### src/design/rvlw_pkg.sv
// Shared types, constants and helper functions of the ray voxel line walker.
package rvlw_pkg;

  localparam int COORD_BITS = 16;
  localparam int STEP_BITS  = 11;
  localparam int ERR_BITS   = COORD_BITS + 2;
  localparam int CMP_BITS   = (COORD_BITS > STEP_BITS) ? COORD_BITS : STEP_BITS;

  localparam logic [STEP_BITS-1:0] STEP_RESET = STEP_BITS'(1);

  typedef logic [COORD_BITS-1:0]      coord_t;
  typedef logic [STEP_BITS-1:0]       step_t;
  typedef logic signed [ERR_BITS-1:0] err_t;

  typedef enum logic {
    CMD_BEGIN   = 1'b0,
    CMD_ADVANCE = 1'b1
  } cmd_code_t;

  // One command beat as seen by the walker core
  typedef struct packed {
    cmd_code_t command;
    coord_t    start_x;
    coord_t    start_y;
    coord_t    start_z;
    coord_t    end_x;
    coord_t    end_y;
    coord_t    end_z;
  } cmd_t;

  // One result beat
  typedef struct packed {
    coord_t voxel_x;
    coord_t voxel_y;
    coord_t voxel_z;
    logic   point_valid;
    logic   final_point;
  } vox_t;

  // Absolute difference of two coordinates
  function automatic coord_t absdiff(input coord_t a, input coord_t b);
    return (a > b) ? (a - b) : (b - a);
  endfunction

  // Walk is over once the major-axis distance no longer exceeds the stride
  function automatic logic walk_done(input coord_t cur, input coord_t tgt, input step_t s);
    logic [CMP_BITS-1:0] sep;
    logic [CMP_BITS-1:0] lim;
    sep = CMP_BITS'(absdiff(cur, tgt));
    lim = CMP_BITS'(s);
    return sep <= lim;
  endfunction

  // Move one stride along an axis, wrapping at the coordinate width
  function automatic coord_t step_add(input coord_t v, input logic neg, input step_t s);
    coord_t sc;
    sc = COORD_BITS'(s);
    return neg ? (v - sc) : (v + sc);
  endfunction

endpackage

### src/design/rvlw_ifs.sv
// Channel interfaces: command input, voxel result and configuration write.
interface rvlw_cmd_if import rvlw_pkg::*; ();
  logic      valid;
  logic      ready;
  cmd_code_t command;
  coord_t    start_x;
  coord_t    start_y;
  coord_t    start_z;
  coord_t    end_x;
  coord_t    end_y;
  coord_t    end_z;

  modport source (output valid, command, start_x, start_y, start_z, end_x, end_y, end_z,
                  input ready);
  modport sink   (input valid, command, start_x, start_y, start_z, end_x, end_y, end_z,
                  output ready);
endinterface

interface rvlw_vox_if import rvlw_pkg::*; ();
  logic   valid;
  logic   ready;
  coord_t voxel_x;
  coord_t voxel_y;
  coord_t voxel_z;
  logic   point_valid;
  logic   final_point;

  modport source (output valid, voxel_x, voxel_y, voxel_z, point_valid, final_point,
                  input ready);
  modport sink   (input valid, voxel_x, voxel_y, voxel_z, point_valid, final_point,
                  output ready);
endinterface

interface rvlw_cfg_if import rvlw_pkg::*; ();
  logic  valid;
  logic  ready;
  step_t data;

  modport source (output valid, data, input ready);
  modport sink   (input valid, data, output ready);
endinterface

### src/design/ray_voxel_line_walker_3d.sv
// Ray voxel line walker top level: a begin command loads a start and an end point in one
// beat and yields no result; each advance command yields one result beat, the next free
// voxel of the 3D Bresenham ray or a beat with point_valid low once the ray is finished.
// One command is taken every cycle while the buffer has space. An advance beat's voxel is
// registered into the buffer head, or the skid entry while the head waits; the absolute
// difference, error subtract, stride add and end compare are combinational. in_cmd.ready
// drops only when both buffer entries are full. The stride resets to one; the user writes
// it through cfg_wr only while the walker is idle, which the block does not enforce.
module ray_voxel_line_walker_3d import rvlw_pkg::*; (
  input logic         clk,
  input logic         rst_n,
  rvlw_cmd_if.sink    in_cmd,
  rvlw_vox_if.source  out_vox,
  rvlw_cfg_if.sink    cfg_wr
);

  cmd_t cmd;
  vox_t res_data;
  vox_t buf_data;
  logic res_valid;
  logic in_fire;
  logic space;

  // Pack the command beat
  always_comb begin
    cmd.command = in_cmd.command;
    cmd.start_x = in_cmd.start_x;
    cmd.start_y = in_cmd.start_y;
    cmd.start_z = in_cmd.start_z;
    cmd.end_x   = in_cmd.end_x;
    cmd.end_y   = in_cmd.end_y;
    cmd.end_z   = in_cmd.end_z;
  end

  assign in_cmd.ready = space;
  assign in_fire      = in_cmd.valid && space;
  assign cfg_wr.ready = 1'b1;

  rvlw_walk_core u_core (
    .clk       (clk),
    .rst_n     (rst_n),
    .in_fire   (in_fire),
    .in_cmd    (cmd),
    .cfg_fire  (cfg_wr.valid),
    .cfg_data  (cfg_wr.data),
    .res_valid (res_valid),
    .res_data  (res_data)
  );

  rvlw_out_buf u_buf (
    .clk       (clk),
    .rst_n     (rst_n),
    .push      (res_valid),
    .push_data (res_data),
    .space     (space),
    .out_valid (out_vox.valid),
    .out_ready (out_vox.ready),
    .out_data  (buf_data)
  );

  // Unpack the result beat
  assign out_vox.voxel_x     = buf_data.voxel_x;
  assign out_vox.voxel_y     = buf_data.voxel_y;
  assign out_vox.voxel_z     = buf_data.voxel_z;
  assign out_vox.point_valid = buf_data.point_valid;
  assign out_vox.final_point = buf_data.final_point;

endmodule

### src/design/rvlw_walk_core.sv
// Walker core: ray set-up on begin and one Bresenham step per advance.
module rvlw_walk_core import rvlw_pkg::*; (
  input  logic clk,
  input  logic rst_n,
  input  logic in_fire,
  input  cmd_t in_cmd,
  input  logic cfg_fire,
  input  step_t cfg_data,
  output logic res_valid,
  output vox_t res_data
);

  step_t  step_size_r;
  coord_t cursor_x_r, cursor_y_r, cursor_z_r;
  coord_t target_major_r;
  coord_t delta_major_r, delta_minor_a_r, delta_minor_b_r;
  err_t   error_a_r, error_b_r;
  logic [2:0] step_signs_r;
  logic [1:0] swap_flags_r;
  logic   ray_active_r;

  coord_t cursor_x_nxt, cursor_y_nxt, cursor_z_nxt;
  coord_t target_major_nxt;
  coord_t delta_major_nxt, delta_minor_a_nxt, delta_minor_b_nxt;
  err_t   error_a_nxt, error_b_nxt;
  logic [2:0] step_signs_nxt;
  logic [1:0] swap_flags_nxt;
  logic   ray_active_nxt;

  // Set-up signals
  coord_t adx, ady, adz, adx1, ady1;
  coord_t sx1, sy1, ex1, ey1;
  coord_t sx2, sz2, ex2, ez2;
  logic   swap_xy, swap_xz;

  // Step signals
  coord_t px, py, pz, pxa, pza;
  err_t   ea_sub, eb_sub;
  coord_t cx_step;
  logic   done_now;

  // Set up a new ray: pick the driving axis and fix deltas and signs
  always_comb begin
    adx     = absdiff(in_cmd.end_x, in_cmd.start_x);
    ady     = absdiff(in_cmd.end_y, in_cmd.start_y);
    adz     = absdiff(in_cmd.end_z, in_cmd.start_z);
    swap_xy = ady > adx;
    sx1     = swap_xy ? in_cmd.start_y : in_cmd.start_x;
    sy1     = swap_xy ? in_cmd.start_x : in_cmd.start_y;
    ex1     = swap_xy ? in_cmd.end_y   : in_cmd.end_x;
    ey1     = swap_xy ? in_cmd.end_x   : in_cmd.end_y;
    adx1    = swap_xy ? ady : adx;
    ady1    = swap_xy ? adx : ady;
    swap_xz = adz > adx1;
    sx2     = swap_xz ? in_cmd.start_z : sx1;
    sz2     = swap_xz ? sx1 : in_cmd.start_z;
    ex2     = swap_xz ? in_cmd.end_z : ex1;
    ez2     = swap_xz ? ex1 : in_cmd.end_z;
  end

  // Advance: emit the current point, then step errors and cursor
  always_comb begin
    done_now = walk_done(cursor_x_r, target_major_r, step_size_r);
    pxa      = swap_flags_r[1] ? cursor_z_r : cursor_x_r;
    pza      = swap_flags_r[1] ? cursor_x_r : cursor_z_r;
    px       = swap_flags_r[0] ? cursor_y_r : pxa;
    py       = swap_flags_r[0] ? pxa : cursor_y_r;
    pz       = pza;
    ea_sub   = error_a_r - err_t'(delta_minor_a_r);
    eb_sub   = error_b_r - err_t'(delta_minor_b_r);
    cx_step  = step_add(cursor_x_r, step_signs_r[0], step_size_r);
  end

  // Next state and result
  always_comb begin
    cursor_x_nxt      = cursor_x_r;
    cursor_y_nxt      = cursor_y_r;
    cursor_z_nxt      = cursor_z_r;
    target_major_nxt  = target_major_r;
    delta_major_nxt   = delta_major_r;
    delta_minor_a_nxt = delta_minor_a_r;
    delta_minor_b_nxt = delta_minor_b_r;
    error_a_nxt       = error_a_r;
    error_b_nxt       = error_b_r;
    step_signs_nxt    = step_signs_r;
    swap_flags_nxt    = swap_flags_r;
    ray_active_nxt    = ray_active_r;
    res_valid         = 1'b0;
    res_data          = '0;
    if (in_fire) begin
      case (in_cmd.command)
        CMD_BEGIN: begin
          swap_flags_nxt    = {swap_xz, swap_xy};
          delta_major_nxt   = swap_xz ? adz : adx1;
          delta_minor_a_nxt = ady1;
          delta_minor_b_nxt = swap_xz ? adx1 : adz;
          error_a_nxt       = err_t'(delta_major_nxt >> 1);
          error_b_nxt       = err_t'(delta_major_nxt >> 1);
          step_signs_nxt    = {!(sz2 < ez2), !(sy1 < ey1), !(sx2 < ex2)};
          cursor_x_nxt      = sx2;
          cursor_y_nxt      = sy1;
          cursor_z_nxt      = sz2;
          target_major_nxt  = ex2;
          ray_active_nxt    = 1'b1;
        end
        CMD_ADVANCE: begin
          res_valid = 1'b1;
          if (!ray_active_r || done_now) begin
            ray_active_nxt = 1'b0;
          end else begin
            error_a_nxt = ea_sub;
            error_b_nxt = eb_sub;
            if (ea_sub < 0) begin
              cursor_y_nxt = step_add(cursor_y_r, step_signs_r[1], step_size_r);
              error_a_nxt  = ea_sub + err_t'(delta_major_r);
            end
            if (eb_sub < 0) begin
              cursor_z_nxt = step_add(cursor_z_r, step_signs_r[2], step_size_r);
              error_b_nxt  = eb_sub + err_t'(delta_major_r);
            end
            cursor_x_nxt         = cx_step;
            res_data.voxel_x     = px;
            res_data.voxel_y     = py;
            res_data.voxel_z     = pz;
            res_data.point_valid = 1'b1;
            res_data.final_point = walk_done(cx_step, target_major_r, step_size_r);
            ray_active_nxt       = !res_data.final_point;
          end
        end
        default: begin
          ray_active_nxt = ray_active_r;
        end
      endcase
    end
  end

  // Hold walk state and the stride register
  always_ff @(posedge clk) begin
    if (!rst_n) begin
      step_size_r     <= STEP_RESET;
      cursor_x_r      <= '0;
      cursor_y_r      <= '0;
      cursor_z_r      <= '0;
      target_major_r  <= '0;
      delta_major_r   <= '0;
      delta_minor_a_r <= '0;
      delta_minor_b_r <= '0;
      error_a_r       <= '0;
      error_b_r       <= '0;
      step_signs_r    <= '0;
      swap_flags_r    <= '0;
      ray_active_r    <= 1'b0;
    end else begin
      if (cfg_fire) begin
        step_size_r <= cfg_data;
      end
      cursor_x_r      <= cursor_x_nxt;
      cursor_y_r      <= cursor_y_nxt;
      cursor_z_r      <= cursor_z_nxt;
      target_major_r  <= target_major_nxt;
      delta_major_r   <= delta_major_nxt;
      delta_minor_a_r <= delta_minor_a_nxt;
      delta_minor_b_r <= delta_minor_b_nxt;
      error_a_r       <= error_a_nxt;
      error_b_r       <= error_b_nxt;
      step_signs_r    <= step_signs_nxt;
      swap_flags_r    <= swap_flags_nxt;
      ray_active_r    <= ray_active_nxt;
    end
  end

  // Error terms stay within [0, delta_major]
  a_err_a_range: assert property (@(posedge clk) disable iff (!rst_n)
    !error_a_r[ERR_BITS-1] && (error_a_r <= err_t'(delta_major_r)))
    else $error("error_a out of range");

  a_err_b_range: assert property (@(posedge clk) disable iff (!rst_n)
    !error_b_r[ERR_BITS-1] && (error_b_r <= err_t'(delta_major_r)))
    else $error("error_b out of range");

  // Major axis is never shorter than a minor one
  a_major_axis: assert property (@(posedge clk) disable iff (!rst_n)
    (delta_minor_a_r <= delta_major_r) && (delta_minor_b_r <= delta_major_r))
    else $error("major delta smaller than a minor delta");

  // A begin always leaves a ray loaded
  a_begin_loads: assert property (@(posedge clk) disable iff (!rst_n)
    (in_fire && in_cmd.command == CMD_BEGIN) |=> ray_active_r)
    else $error("begin did not load a ray");

  // A final point ends the ray
  a_final_ends: assert property (@(posedge clk) disable iff (!rst_n)
    (res_valid && res_data.final_point) |=> !ray_active_r)
    else $error("ray still active after final point");

endmodule

### src/design/rvlw_out_buf.sv
// Two-entry result buffer: output register with a skid stage behind it.
module rvlw_out_buf import rvlw_pkg::*; (
  input  logic clk,
  input  logic rst_n,
  input  logic push,
  input  vox_t push_data,
  output logic space,
  output logic out_valid,
  input  logic out_ready,
  output vox_t out_data
);

  logic out_valid_r, out_valid_nxt;
  logic skid_valid_r, skid_valid_nxt;
  vox_t out_data_r, out_data_nxt;
  vox_t skid_data_r, skid_data_nxt;
  logic pop;

  assign pop       = out_valid_r && out_ready;
  assign space     = !skid_valid_r;
  assign out_valid = out_valid_r;
  assign out_data  = out_data_r;

  // Advance the queue: refill the head from skid, park a new beat behind it
  always_comb begin
    out_valid_nxt  = out_valid_r;
    skid_valid_nxt = skid_valid_r;
    out_data_nxt   = out_data_r;
    skid_data_nxt  = skid_data_r;
    if (!out_valid_r || pop) begin
      if (skid_valid_r) begin
        out_valid_nxt  = 1'b1;
        out_data_nxt   = skid_data_r;
        skid_valid_nxt = push;
        skid_data_nxt  = push_data;
      end else begin
        out_valid_nxt = push;
        out_data_nxt  = push_data;
      end
    end else if (push) begin
      skid_valid_nxt = 1'b1;
      skid_data_nxt  = push_data;
    end
  end

  always_ff @(posedge clk) begin
    if (!rst_n) begin
      out_valid_r  <= 1'b0;
      skid_valid_r <= 1'b0;
    end else begin
      out_valid_r  <= out_valid_nxt;
      skid_valid_r <= skid_valid_nxt;
    end
  end

  // Payload registers
  always_ff @(posedge clk) begin
    out_data_r  <= out_data_nxt;
    skid_data_r <= skid_data_nxt;
  end

  // Skid only fills behind a waiting head
  a_skid_behind_head: assert property (@(posedge clk) disable iff (!rst_n)
    skid_valid_r |-> out_valid_r)
    else $error("skid holds a beat with empty head");

  // No push into a full buffer
  a_no_overflow: assert property (@(posedge clk) disable iff (!rst_n)
    !(push && skid_valid_r && !pop))
    else $error("push into full result buffer");

  // Draining the last beat empties the buffer
  a_drain: assert property (@(posedge clk) disable iff (!rst_n)
    (pop && !push && !skid_valid_r) |=> !out_valid_r)
    else $error("buffer not empty after last beat taken");

endmodule
### src/flat_wrapper.sv
// flat-port wrapper written by rule: the top's interface ports become plain ports
module ray_voxel_line_walker_3d_flat import rvlw_pkg::*;
  (clk, rst_n, in_cmd_valid, in_cmd_command, in_cmd_start_x, in_cmd_start_y, in_cmd_start_z, in_cmd_end_x, in_cmd_end_y, in_cmd_end_z, in_cmd_ready, out_vox_valid, out_vox_voxel_x, out_vox_voxel_y, out_vox_voxel_z, out_vox_point_valid, out_vox_final_point, out_vox_ready, cfg_wr_valid, cfg_wr_data, cfg_wr_ready);
  rvlw_cmd_if in_cmd_i ();
  rvlw_vox_if out_vox_i ();
  rvlw_cfg_if cfg_wr_i ();
  input logic clk;
  input logic rst_n;
  input wire logic [$bits(in_cmd_i.valid)-1:0] in_cmd_valid;
  input wire logic [$bits(in_cmd_i.command)-1:0] in_cmd_command;
  input wire logic [$bits(in_cmd_i.start_x)-1:0] in_cmd_start_x;
  input wire logic [$bits(in_cmd_i.start_y)-1:0] in_cmd_start_y;
  input wire logic [$bits(in_cmd_i.start_z)-1:0] in_cmd_start_z;
  input wire logic [$bits(in_cmd_i.end_x)-1:0] in_cmd_end_x;
  input wire logic [$bits(in_cmd_i.end_y)-1:0] in_cmd_end_y;
  input wire logic [$bits(in_cmd_i.end_z)-1:0] in_cmd_end_z;
  output wire logic [$bits(in_cmd_i.ready)-1:0] in_cmd_ready;
  output wire logic [$bits(out_vox_i.valid)-1:0] out_vox_valid;
  output wire logic [$bits(out_vox_i.voxel_x)-1:0] out_vox_voxel_x;
  output wire logic [$bits(out_vox_i.voxel_y)-1:0] out_vox_voxel_y;
  output wire logic [$bits(out_vox_i.voxel_z)-1:0] out_vox_voxel_z;
  output wire logic [$bits(out_vox_i.point_valid)-1:0] out_vox_point_valid;
  output wire logic [$bits(out_vox_i.final_point)-1:0] out_vox_final_point;
  input wire logic [$bits(out_vox_i.ready)-1:0] out_vox_ready;
  input wire logic [$bits(cfg_wr_i.valid)-1:0] cfg_wr_valid;
  input wire logic [$bits(cfg_wr_i.data)-1:0] cfg_wr_data;
  output wire logic [$bits(cfg_wr_i.ready)-1:0] cfg_wr_ready;
  assign in_cmd_i.valid = in_cmd_valid;
  assign in_cmd_i.command = in_cmd_command;
  assign in_cmd_i.start_x = in_cmd_start_x;
  assign in_cmd_i.start_y = in_cmd_start_y;
  assign in_cmd_i.start_z = in_cmd_start_z;
  assign in_cmd_i.end_x = in_cmd_end_x;
  assign in_cmd_i.end_y = in_cmd_end_y;
  assign in_cmd_i.end_z = in_cmd_end_z;
  assign in_cmd_ready = in_cmd_i.ready;
  assign out_vox_valid = out_vox_i.valid;
  assign out_vox_voxel_x = out_vox_i.voxel_x;
  assign out_vox_voxel_y = out_vox_i.voxel_y;
  assign out_vox_voxel_z = out_vox_i.voxel_z;
  assign out_vox_point_valid = out_vox_i.point_valid;
  assign out_vox_final_point = out_vox_i.final_point;
  assign out_vox_i.ready = out_vox_ready;
  assign cfg_wr_i.valid = cfg_wr_valid;
  assign cfg_wr_i.data = cfg_wr_data;
  assign cfg_wr_ready = cfg_wr_i.ready;
  ray_voxel_line_walker_3d u_core (.clk(clk), .rst_n(rst_n), .in_cmd(in_cmd_i), .out_vox(out_vox_i), .cfg_wr(cfg_wr_i));
endmodule
### config.mk
export PLATFORM = sky130hd
export DESIGN_NAME = ray_voxel_line_walker_3d_flat
export DESIGN_NICKNAME = d
export VERILOG_FILES = /design/src/design/rvlw_pkg.sv /design/src/design/rvlw_ifs.sv /design/src/design/ray_voxel_line_walker_3d.sv /design/src/design/rvlw_walk_core.sv /design/src/design/rvlw_out_buf.sv /design/src/flat_wrapper.sv
export SDC_FILE = /design/constraint.sdc
export NUM_CORES = 1
export LEC_CHECK = 0
export BUFFER_PORTS_ARGS = -buffer_cell sky130_fd_sc_hd__buf_4
export CAP_MARGIN = 20
export CORE_MARGIN = 2
export CORE_UTILIZATION = 45
export DETAILED_ROUTE_END_ITERATION = 10
export PLACE_DENSITY = 0.7
export SETUP_SLACK_MARGIN = 0.02
export SYNTH_ARGS = -nofsm -noshare
export SYNTH_HDL_FRONTEND = slang
export SYNTH_HIERARCHICAL = 1
export SYNTH_SLANG_ARGS = --single-unit
### constraint.sdc
create_clock -name clk -period 15.3 [get_ports clk]
set_input_delay 3.06 -clock clk [delete_from_list [all_inputs] [get_ports clk]]
set_output_delay 3.06 -clock clk [all_outputs]
set_load 0.02 [all_outputs]
**Word level (Yosys, flattened, before mapping)**

Cells that the tools add are included.
Widths: inputs -> output; s select.

- Add/subtract/negate cells: 20
- Order comparisons: 14
- Equality and inequality tests: 4
- Mux-type cells: 53
- Bitwise gates (word level): 1
- Reduce and logical (&&, ||, !) cells: 17

Operators by type and width:

| kind | count |
|---|---|
| $mux 16 | 29 |
| $mux 50 | 7 |
| $sub 16x16->16 | 10 |
| $gt 16x16->1 | 7 |
| $pmux 16 s2 | 3 |
| $mux 18 | 4 |
| $pmux 18 s2 | 2 |
| $add 16x11->16 | 3 |
| $lt 16x16->1 | 3 |
| $sub 16x11->16 | 3 |
| $add 18x17->18 | 2 |
| $lt 18x1->1 const B | 2 |
| $sub 18x17->18 | 2 |
| $le 16x11->1 | 2 |
| $logic_not 1->1 | 7 |
| $mux 1 | 7 |
| $reduce_and 2->1 | 3 |
| $reduce_and 3->1 | 2 |
| $ne 2x1->1 const B | 2 |
| $ne 2x2->1 const B | 2 |
| $logic_and 1x1->1 | 2 |
| $logic_or 1x1->1 | 2 |
| $pmux 1 s2 | 1 |
| $reduce_bool 2->1 | 1 |
| $not 1->1 | 1 |

- Register bits after elaboration: 267
- Input bits: 113
- Output and inout bits: 53
- Word-level logic and storage cells: 134

**Longest topological paths before layout**

Gate-level depths: netlist of run 1.

- Depth in word-level cells: 10
- Mapped depth: 49
- Depth with buffers taken out: 42

**By module**

The synthesis of run 1 kept the hierarchy.

By module, submodules not included:

| module | times used | cells an instance | area each (um2) | sequential area each (um2) |
|---|---|---|---|---|
| rvlw_walk_core | 1 | 3321 | 24463.5 | 3303.2 |
| rvlw_out_buf | 1 | 166 | 3937.5 | 3042.9 |
| ray_voxel_line_walker_3d | 1 | 3 | 17.5 | 0.0 |

**Least setup slack after synthesis of run 1**

No wires, ideal clock.

- Kind: input port to flip-flop
- From: input in_cmd_end_x[11]
- To: register u_core.u_core.step_signs_r[2]
- Library setup time: 0.127 ns
- Arrival time: 11.521 ns
- Data required time: 15.173 ns
- Path slack: 3.652 ns
- Stages: 48
- Buffers on the path: 9
- Path through: inv_1 > ha_1 > buf_2 > a21oi_1 > o21ai_0 > a211oi_1 > a21o_1 > buf_1 > nand2_1 > a32oi_1 > o21ai_0 > a31oi_1 > xnor2_1 > inv_1 > ha_1 > nand4_1 > nor2_1 > o21ai_0 > [12 not listed] > a21oi_1 > a2111oi_0 > or3_1 > clkbuf_1 > clkbuf_1 > clkbuf_1 > buf_1 > nor2_1 > a21oi_1 > ha_1 > a21o_1 > a21o_1 > a21oi_1 > nor2_1 > a2111oi_0 > nor2_1 > a21oi_1 > o21ai_0

- Cells in the longest elaborated chain, start to end: 8
- Elaborated cells between the ends (all ways): 13
- Classes of those cells: add/sub (2); order compare (4); mux (6); reduce/logical (1)

Ends and longest elaborated chain:

| item | RTL line | text |
|---|---|---|
| start, declared | flat_wrapper.sv:14 | `input wire logic [$bits(in_cmd_i.end_x)-1:0] in_cmd_end_x;` |
| $sub 16x16->16 / $gt 16x16->1 (equally long branches) | rvlw_pkg.sv:42 | `return (a > b) ? (a - b) : (b - a);` |
| $mux 16 | rvlw_pkg.sv:42 |  |
| $gt 16x16->1 | rvlw_walk_core.sv:47 | `swap_xy = ady > adx;` |
| $mux 16 | rvlw_walk_core.sv:52 | `adx1 = swap_xy ? ady : adx;` |
| $gt 16x16->1 | rvlw_walk_core.sv:54 | `swap_xz = adz > adx1;` |
| $mux 16, on equally long branches | rvlw_walk_core.sv:56, rvlw_walk_core.sv:58 |  |
| $lt 16x16->1 * | rvlw_walk_core.sv:99 | `step_signs_nxt = {!(sz2 < ez2), !(sy1 < ey1), !(sx2 < ex2)};` |
| $logic_not 1->1 * | rvlw_walk_core.sv:99 |  |
| end signal, assigned | rvlw_walk_core.sv:166 | `step_signs_r <= step_signs_nxt;` |
| end, declared | rvlw_walk_core.sv:18 | `logic [2:0] step_signs_r;` |

Every way passes the cells marked *; elsewhere a longest branch is shown, timed or not.
A chain may end at the register's enable or synchronous reset.

**Worst setup path after layout of run 1**

- From: input in_cmd_end_x[11]
- To: register u_core.u_core.step_signs_r[0]

- Cells in the longest elaborated chain, start to end: 8
- Elaborated cells between the ends (all ways): 13
- Classes of those cells: add/sub (2); order compare (4); mux (6); reduce/logical (1)

Ends and longest elaborated chain:

| item | RTL line |
|---|---|
| $sub 16x16->16 / $gt 16x16->1 (equally long branches) | rvlw_pkg.sv:42 |
| $mux 16 | rvlw_pkg.sv:42 |
| $gt 16x16->1 | rvlw_walk_core.sv:47 |
| $mux 16 | rvlw_walk_core.sv:52 |
| $gt 16x16->1 | rvlw_walk_core.sv:54 |
| $mux 16, on equally long branches | rvlw_walk_core.sv:55, rvlw_walk_core.sv:57 |
| $lt 16x16->1 * | rvlw_walk_core.sv:99 |
| $logic_not 1->1 * | rvlw_walk_core.sv:99 |

Marked as above.

==> reports/metrics.sh, run 1 <==
GLOBAL_ROUTE_WIRE_LENGTH_BEFORE_REPAIR_MM=141
GRT_SETUP_UNREPAIRED='false'
YOSYS_MOST_USED_DFF='sky130_fd_sc_hd__dfxtp_1'
SYN_AREA_PER_CELL_SQ_UM=8.14
GRT_MAX_DEGREE=81
ROW_COUNT=92
WL_PER_CELL_UM=21.4
SETUP_WS_NS=3.00
PLACE.GP.CONGESTION=1.01
DP_HPWL_MM=75.3
CRITICAL_PATH.STARTPOINT_TYPE='primary input'
MAX_FREQ_GHz=0.0813
TIMING.CRITICAL_PATH.SLOWEST_CELL_DELAY_NS=0.58
TOTAL_STANDARD_CELL_AREA_AFTER_SYNTHESIS_SQ_MM=0.0284
CRITICAL-PATH-SLOWEST-CELL='sky130_fd_sc_hd__buf_4'
SETUP.WORST_PATH.CLASS='in -> reg'
WORST_IR_DROP_VDD_mV=0.149
VIAS=26100
FINALMAXSLEWVIOLATIONS=0
FIRSTDRTPASSITERS=6
SYNTH_FP_NETS=3982
WORST-ENDPOINT-ARRIVAL_NS=12.76
CLK_TRANSITION_REPORTED_PATHS_NS=0.06
DIE-HEIGHT_UM=255
SKEW_NS=0.0238
WORST_SETUP_PATH_ENDPOINT='u_core/u_core/step_signs_r[0]'
YOSYSSEQAREASHARE_PCT=22.3
REG2REG_SETUP_SLACK_NS=6.08
ENDPOINT_OF_THE_LOWEST_SLACK_REGISTER_TO_REGISTER_PATH='u_core/u_buf/out_data[0]'
FINAL-HOLD-VIOLATION-COUNT=0
DETAIL_ROUTE.VIAS_PER_CELL=5.95
DRT-TOTAL-WL_MM=93.8
WORSTPATHMAXFANOUT=64
HOLDBUFCOUNTCTS=0
SYN-INSTANCE-COUNT=3490
WORSTSKEWPAIRLATENCY_NS=0.59
CTS.REPAIR.RESIZED=0
OUTCOME='completed'
DRIVE_GT1_SHARE_PCT=10.6
MAX_CAP_VIOLATIONS=0
DESIGN_AREA_SQ_MM=0.0311
POWER_LEAKAGE_nW=14.2
WORST_PIN_SLEW_NS=1.19
DESIGN.CORE.AREA_SQ_MM=0.0627
COUNT_OF_CELL_TYPES_IN_THE_NETLIST=89
ANTENNA_FOUND_INITIAL=5
SETUP_VIOL_COUNT_FINAL=0
GRT_OVERFLOW=0
POST_ROUTE_ANTENNA_NET_VIOLATION_COUNT=0
TRITONCTS='yes'
FINALNETCOUNT=4014
CRIT_PATH_START='in_cmd_end_x[11]'
AREA_GROWTH_PCT=9.41
BUFFERS_ADDED_ON_PORTS=164
PLACE_WORST_SETUP_SLACK_NS=2.64
CRIT_TOP_CELL='sky130_fd_sc_hd__o21ai_0'
GROUTE.USAGE.OVERALL_PCT=27.4
COMMONEST_NON_FILL_NON_TAP_CELLS_IN_THE_LAYOUT='sky130_fd_sc_hd__ha_1, sky130_fd_sc_hd__nor2_1, sky130_fd_sc_hd__a21oi_1, sky130_fd_sc_hd__nand2_1, sky130_fd_sc_hd__inv_1'
TIMING.CRITICAL_PATH.REQUIRED_NS=15.76
TIMING.SETUP.TNS_NS=0
YS_SEQ_ELEMENTS=267
POSTSYNTH.ASYNCRESETSHARE_PCT=0
CTS_NUM_SINKS=267
DRT_DRC=0
BUFFER_CELL_DRIVING_THE_CLOCK_TREE_ROOT='sky130_fd_sc_hd__clkbuf_16'
CTS_MAX_PATH_BUFFERS=3
FLOORPLAN.DIE.WIDTH_UM=255
POST_CTS.REPAIR.SETUP_BUFFERS=0
WHS_PATH_DEPTH=2
WORST_SETUP_PATH_END_KIND='flip-flop'
DPL-INSTANCE-AREA_SQ_MM=0.0300
HP-CLASS='reg -> reg'
NUMBER_OF_GLOBAL_ROUTE_VIAS_BEFORE_REPAIR=23900
TOP_LEVEL_PORTS=166
FF2FF_PATH_DEPTH=29
FINALCRITPERIODSHARE_PCT=80.4
STARTING_DRC_COUNT_IN_DETAILED_ROUTING=2605
POWER_PER_CELL_AREA_mW_PER_MM2=261
RR_STARTPOINT='u_core/u_core/step_size_r[0]'
H_TREE_LVL_COUNT=1
INITIAL_UTILIZATION_PCT=45.3
YOSYSWARNINGCOUNT=6
DIE_FOOTPRINT_SQ_MM=0.0652
LEADING_CELL_TYPE_IN_THE_LAYOUT_FILL_AND_TAPS_EXCLUDED='sky130_fd_sc_hd__ha_1'
WORST_SLEW_MARGIN_REL_PCT=19.6
NUMBER_OF_ENABLE_FLIP_FLOP_CELLS_AFTER_SYNTHESIS=100
FIN_CRIT_NS=12.30
CTS_BUFFERS=30
state kept, by name, indices dropped and copies added, names as in the netlist, 3 cells and up:
signal / count
u_core/u_core/delta_major_r: 16
u_core/u_core/cursor_x_r: 16
u_core/u_buf/skid_data_r: 50
u_core/u_core/delta_minor_a_r: 16
u_core/u_buf/out_data: 50
u_core/u_core/cursor_z_r: 16
u_core/u_core/cursor_y_r: 16
u_core/u_core/error_a_r: 18
u_core/u_core/target_major_r: 16
u_core/u_core/error_b_r: 18
u_core/u_core/delta_minor_b_r: 16
u_core/u_core/step_size_r: 11
u_core/u_core/step_signs_r: 3
cell type report:
class                      instances  area (sq um)
clock buffer                      34           796
antenna                            1          2.50
multi-input combinational       2765         20200
timing repair buffer             186          1390
inverter                         272          1020
fill                            6137         31600
sequential                       267          6350
tap                              846          1060
clock inverter                    22           277
synth_stat cells (18+ instances only):
| master | instances | area, sq um |
|---|---|---|
| sky130_fd_sc_hd__a211oi_1 | 69 | 518 |
| sky130_fd_sc_hd__nand3_1 | 51 | 255 |
| sky130_fd_sc_hd__mux2_4 | 47 | 706 |
| sky130_fd_sc_hd__xnor2_1 | 134 | 1170 |
| sky130_fd_sc_hd__and3_1 | 30 | 188 |
| sky130_fd_sc_hd__a21oi_1 | 295 | 1480 |
| sky130_fd_sc_hd__dfxtp_1 | 167 | 3340 |
| sky130_fd_sc_hd__o21a_1 | 39 | 293 |
| sky130_fd_sc_hd__or3_1 | 26 | 163 |
| sky130_fd_sc_hd__ha_1 | 362 | 4530 |
| sky130_fd_sc_hd__nor2b_1 | 42 | 263 |
| sky130_fd_sc_hd__a31oi_1 | 24 | 150 |
| sky130_fd_sc_hd__mux2_2 | 24 | 270 |
| sky130_fd_sc_hd__a311oi_1 | 21 | 184 |
| sky130_fd_sc_hd__mux2i_1 | 195 | 1950 |
| sky130_fd_sc_hd__xor2_1 | 52 | 455 |
| sky130_fd_sc_hd__o211ai_1 | 27 | 203 |
| sky130_fd_sc_hd__nand2b_1 | 19 | 119 |
| sky130_fd_sc_hd__edfxtp_1 | 100 | 3000 |
| sky130_fd_sc_hd__nor3_1 | 55 | 275 |
| sky130_fd_sc_hd__buf_2 | 33 | 165 |
| sky130_fd_sc_hd__a21o_1 | 105 | 788 |
| sky130_fd_sc_hd__nand2_1 | 287 | 1080 |
| sky130_fd_sc_hd__clkbuf_1 | 118 | 443 |
| sky130_fd_sc_hd__inv_1 | 269 | 1010 |
| sky130_fd_sc_hd__and2_1 | 27 | 169 |
| sky130_fd_sc_hd__o21ai_0 | 202 | 1010 |
| sky130_fd_sc_hd__nor2_1 | 322 | 1210 |
| sky130_fd_sc_hd__nand4_1 | 42 | 263 |
| sky130_fd_sc_hd__o21bai_1 | 22 | 165 |
| sky130_fd_sc_hd__o221a_1 | 18 | 203 |
kinds of logic (layout without fill, tap and decap cells):
family	after synthesis	count (layout)	synth area share (%)
AO/OA/AOI/OAI	980	980	22.4
AND/OR/NAND/NOR	953	953	15.3
buffers and inverters	458	514	6.78
adder cells (fa/ha/maj)	379	379	17.1
flip-flops	267	267	22.3
multiplexers	266	266	10.3
XOR/XNOR	186	186	5.73
other	1	2	0.0132
worst min-delay path by stage:
stage	start	end	slack [ns]
finish	u_core/u_core/delta_minor_b_r[5]	u_core/u_core/delta_minor_b_r[5]	0.46
global placement	u_core/u_core/delta_minor_a_r[4]	u_core/u_core/delta_minor_a_r[4]	0.44
global route	u_core/u_core/delta_minor_b_r[5]	u_core/u_core/delta_minor_b_r[5]	0.47
floorplan	u_core/u_core/delta_minor_b_r[3]	u_core/u_core/delta_minor_b_r[3]	0.43
detailed placement	u_core/u_core/delta_minor_a_r[3]	u_core/u_core/delta_minor_a_r[3]	0.45
CTS	u_core/u_core/delta_minor_a_r[3]	u_core/u_core/delta_minor_a_r[3]	0.46
report_power, final:
part | total (mW) | switching, mW | internal, mW
logic | 6.26 | 3.77 | 2.49
clock network | 0.775 | 0.315 | 0.460
registers | 1.07 | 0.196 | 0.875
total | 8.11 | 4.28 | 3.82
worst max-delay path, delay by kind of cell:
family / cells / cell delay [ns]
compound gates: 23 / 4.81
buf+inv: 5 / 1.35
simple gates: 5 / 1.33
fa+ha+maj: 4 / 1.34
mux: 1 / 0.44
xor+xnor: 1 / 0.39
per-layer routing:
layer | track usage, % | part of all wire (%) | vias to the layer above
li1 | - | - | 12600
met1 | 38.4 | 45 | 12300
met2 | 44.6 | 45 | 1121
met3 | 3.60 | 8.0 | 145
met4 | 6.54 | 2.7 | 6
met5 | 0 | 0.049 | -
through the flow:
step / total power, mW / hold slack (ns) / cells / util (%)
6_report: 8.11 / 0.457 / 4393 / 49.6
5_1_grt: 8.76 / 0.475 / 4392 / 49.6
4_1_cts: 7.96 / 0.458 / 4390 / 49.5
3_5_place_dp: 7.14 / 0.449 / 4334 / 47.8
3_3_place_gp: 7.09 / 0.441 / 4333 / 47.8
2_1_floorplan: 5.64 / 0.432 / 3490 / -
Note: power is estimated with default switching activity, not from simulation.
==> inputs of run 2 (changes only) <==
--- a/config.mk
+++ b/config.mk
@@ -5,6 +5,7 @@
 export SDC_FILE = /design/constraint.sdc
 export NUM_CORES = 1
 export LEC_CHECK = 0
+export ABC_AREA = 1
 export BUFFER_PORTS_ARGS = -buffer_cell sky130_fd_sc_hd__buf_4
 export CAP_MARGIN = 20
 export CORE_MARGIN = 2
==> constraint.sdc (replaced) <==
create_clock -name clk -period 11.7 [get_ports clk]
set_input_delay 2.34 -clock clk [delete_from_list [all_inputs] [get_ports clk]]
set_output_delay 2.34 -clock clk [all_outputs]
set_load 0.02 [all_outputs]
==> run 2 against run 1 <==
Effect of this change:
- sequential share of layout area increased by 0.58 points
- largest cell class unchanged
- utilization increased by 0.32 points
- via count increased by 4.3%
- wire length increased by 0.24%
- critical endpoint unchanged
- clock power increased by 24%
- final cell count increased by 10%
==> reports/metrics.sh, run 2 <==
OUTCOME='completed'
FINALCRITPERIODSHARE_PCT=83.1
CTS.REPAIR.RESIZED=0  # unchanged
DIE-HEIGHT_UM=252  # -1.3%
YOSYSWARNINGCOUNT=6  # unchanged
PLACE.GP.CONGESTION=0.995  # -1.1%
TOP_LEVEL_PORTS=166  # unchanged
DETAIL_ROUTE.VIAS_PER_CELL=5.62  # -5.5%
FINAL.FILL_COUNT=6160  # +0.37%
GRT_OVERFLOW=0  # unchanged
WORSTSKEWPAIRLATENCY_NS=0.59  # about the same
TRITONCTS='yes'
YOSYS_MOST_USED_DFF='sky130_fd_sc_hd__dfxtp_1'
DESIGN_AREA_SQ_MM=0.0302  # -2.8%
FINALNETCOUNT=4535  # +13%
DRIVE_GT1_SHARE_PCT=8.17  # -2.4 points
BUFFERS_ADDED_ON_PORTS=164  # unchanged
DRT_DRC=0  # unchanged
SETUP_WS_NS=1.97  # -1.03 ns
PART_OF_THE_TOTAL_POWER_DISSIPATED_IN_THE_CLOCK_NETWORK_PCT=11.6  # +2.0 points
AREA_GROWTH_PCT=9.30  # about the same
FIRSTDRTPASSITERS=5  # -1
WORST-ENDPOINT-ARRIVAL_NS=10.19  # -2.57 ns
POSTSYNTH.ASYNCRESETSHARE_PCT=0  # unchanged
NUMBER_OF_ENABLE_FLIP_FLOP_CELLS_AFTER_SYNTHESIS=100  # unchanged
TOTAL_STANDARD_CELL_AREA_AFTER_SYNTHESIS_SQ_MM=0.0276  # -2.7%
WL_PER_CELL_UM=19.4  # -9.2%
SYNTH_AREA_LEADERS='sky130_fd_sc_hd__ha_1, sky130_fd_sc_hd__nand2_1, sky130_fd_sc_hd__dfxtp_1'
POST_CTS.REPAIR.SETUP_BUFFERS=0  # unchanged
INITIAL_UTILIZATION_PCT=45.6  # +0.34 points
FIN_CELLS=4848  # +10%
TIMING.CRITICAL_PATH.REQUIRED_NS=12.16  # -3.60 ns
SYN_AREA_PER_CELL_SQ_UM=6.94  # -15%
COMMONEST_NON_FILL_NON_TAP_CELLS_IN_THE_LAYOUT='sky130_fd_sc_hd__nand2_1, sky130_fd_sc_hd__inv_1, sky130_fd_sc_hd__a21oi_1, sky130_fd_sc_hd__ha_1, sky130_fd_sc_hd__o21ai_0'
NUMBER_OF_GLOBAL_ROUTE_VIAS_BEFORE_REPAIR=25100  # +4.9%
FINAL-HOLD-VIOLATION-COUNT=0  # unchanged
TOTAL_POWER_mW=8.25  # +1.8%
GROUTE.USAGE.OVERALL_PCT=29.0  # +1.6 points
GRT_MAX_DEGREE=104  # +28%
POST_ROUTE_ANTENNA_NET_VIOLATION_COUNT=0  # unchanged
SWITCHING_SHARE_PCT=54.6  # +1.8 points
WORST_SETUP_PATH_END_KIND='flip-flop'
YOSYSTOPAREACELLSHARE_PCT=16.4  # +0.44 points
SEQCELLAREA_SQ_MM=0.00635  # about the same
POWER_PER_CELL_AREA_mW_PER_MM2=273  # +4.7%
WORSTPATHMAXFANOUT=80  # +25%
WORST_SLEW_MARGIN_REL_PCT=30.4  # +11 points
INTERNAL-POWER_mW=3.74  # -2.1%
H_TREE_LVL_COUNT=1  # unchanged
PWR-SHARE-COMB_PCT=73.5  # -3.7 points
SYNTH_LARGEST_AREA_CELL='sky130_fd_sc_hd__ha_1'
CRIT_TOP_CELL='sky130_fd_sc_hd__nand2_1'
DESIGN.CORE.AREA_SQ_MM=0.0606  # -3.4%
POWER_LEAKAGE_nW=15.0  # +5.5%
CRITICAL_PATH.STARTPOINT_TYPE='primary input'
CRIT_PATH_START='in_cmd_end_x[11]'
SWITCHINGPOWER_mW=4.51  # +5.2%
TIMING.CRITICAL_PATH.SLOWEST_CELL_DELAY_NS=0.76  # +0.18 ns
SYNTH_FP_NETS=4474  # +12%
DP_HPWL_MM=75.8  # +0.74%
CTS_NUM_SINKS=267  # unchanged
CRITICAL-PATH-SLOWEST-CELL='sky130_fd_sc_hd__inv_2'
CLK_TRANSITION_REPORTED_PATHS_NS=0.06  # about the same
YS_SEQ_ELEMENTS=267  # unchanged
COUNT_OF_CELL_TYPES_IN_THE_NETLIST=64  # -28%
HOLDBUFCOUNTCTS=0  # unchanged
SYNTH_TOP_CELLS_BY_COUNT='sky130_fd_sc_hd__nand2_1, sky130_fd_sc_hd__inv_1, sky130_fd_sc_hd__a21oi_1'
SETUP_VIOL_COUNT_FINAL=0  # unchanged
ROW_COUNT=90  # -2.2%
BUFFER_CELL_DRIVING_THE_CLOCK_TREE_ROOT='sky130_fd_sc_hd__clkbuf_16'
HP-CLASS='reg -> reg'
MAX_CAP_VIOLATIONS=0  # unchanged
LEADING_CELL_TYPE_IN_THE_LAYOUT_FILL_AND_TAPS_EXCLUDED='sky130_fd_sc_hd__nand2_1'
DPL.CELL_COUNT=4791  # +11%
WORST_IR_DROP_VDD_mV=0.250  # +67%
WORST_PIN_SLEW_NS=1.04  # -0.151 ns
MOST_FREQUENTLY_USED_CELL_TYPE_IN_THE_POST_SYNTHESIS_NETLIST='sky130_fd_sc_hd__nand2_1'
PLACE_WORST_SETUP_SLACK_NS=1.62  # -1.02 ns
SETUP.WORST_PATH.CLASS='in -> reg'
POWER.SHARE.SEQUENTIAL_PCT=14.9  # +1.7 points
ANTENNA_FOUND_INITIAL=0  # -5
DIE_FOOTPRINT_SQ_MM=0.0634  # -2.7%
TIMING.SETUP.TNS_NS=0  # unchanged
FIN_CRIT_NS=9.73
SKEW_NS=0.0260  # +0.00228 ns
DPL-INSTANCE-AREA_SQ_MM=0.0292  # -2.7%
RR_STARTPOINT='u_core/u_core/step_size_r[0]'
CTS_BUFFERS=31  # +3.3%
FLOORPLAN.DIE.WIDTH_UM=252  # -1.3%
FINALMAXSLEWVIOLATIONS=0  # unchanged
STARTING_DRC_COUNT_IN_DETAILED_ROUTING=2481  # -4.8%
CTS_MAX_PATH_BUFFERS=3  # unchanged
MULTI_INPUT_COMB_AREA_SQ_MM=0.0184  # -9.0%
GLOBAL_ROUTE_WIRE_LENGTH_BEFORE_REPAIR_MM=144  # +1.8%
DRT-TOTAL-WL_MM=94.1  # +0.24%
ANTENNADIODECOUNT=0  # -1
YOSYSSEQAREASHARE_PCT=23.0  # +0.62 points
GRT_SETUP_UNREPAIRED='false'
SYN-INSTANCE-COUNT=3982  # +14%
MAX_FREQ_GHz=0.103
VIAS=27300  # +4.3%
HOLD_START='u_core/u_core/delta_minor_a_r[1]'
run 2: cell count changes after synthesis, sizes merged, moves of 35 or more:
cell,previous run,this run
a21o,105,14
a21oi,302,368
inv,272,563
mux2,71,2
mux2i,195,13
nand2,287,921
nand3,51,92
nor2,322,215
nor2b,42,0
nor3,55,20
o211ai,27,88
o21ai,216,474
xnor2,134,35
xor2,52,133
run 2: cell families (layout without fill, tap and decap cells):
kind of cell	after synthesis	in the layout	share of synthesized area (%)
simple gates	1289	1289	18.7
mux	15	15	0.552
buf+inv	721	805	10.8
flops	267	267	23.0
xor+xnor	168	168	5.32
compound gates	1142	1142	24.0
other cells	1	1	0.0136
fa+ha+maj	379	379	17.6
run 2: cell type report:
type | instances | share of cell area (%)
flip-flops and latches | 267 | 21.0
clock buffers | 43 | 2.82
multi-input cells | 2994 | 60.8
clock inverters | 13 | 0.464
well taps | 782 | 3.24
inverters | 564 | 7.03
repair buffers | 185 | 4.66
run 2: path summary, 6_finish.rpt:
check | endpoint | slack [ns] | cells past startpoint
max | u_core/u_core/step_signs_r[0] | 1.97 | 39
min | u_core/u_core/delta_minor_a_r[1] | 0.48 | 2
max reg2reg | u_core/u_buf/out_data[0] | 3.29 | 37
min reg2reg | u_core/u_core/delta_minor_a_r[1] | 0.48 | 2
run 2: critical path: cells and delay by family:
kind	cells	cell delay, ns
xor+xnor	1	0.21
buf+inv	7	1.54
fa+ha+maj	4	1.39
compound gates	8	1.65
simple gates	19	3.01
run 2: power by group through the flow:
| stage | clock [mW] | sequential [mW] | combinational (mW) |
|---|---|---|---|
| after CTS | 0.968 | 1.22 | 5.95 |
| after global placement | 0 | 1.24 | 5.85 |
| after global routing | 1.01 | 1.24 | 6.82 |
| final | 0.958 | 1.23 | 6.07 |
| after floorplan | 0 | 1.20 | 4.52 |
| after detailed placement | 0 | 1.24 | 5.91 |
run 2: routing by layer:
metal | vias to the layer above | part of all wire [%] | global-route usage [%]
li1 | 13500 | - | -
met1 | 12500 | 44 | 40.1
met2 | 1036 | 44 | 46.4
met4 | 0 | 4.4 | 11.4
met5 | - | 0 | 0
met3 | 171 | 7.2 | 2.97
run 2: per-stage QoR:
step	utilization (%)	hold WS, ns
after floorplan	-	0.445
after global placement	48.2	0.461
after detailed placement	48.2	0.463
after CTS	49.8	0.476
after global routing	49.9	0.499
final	49.9	0.479
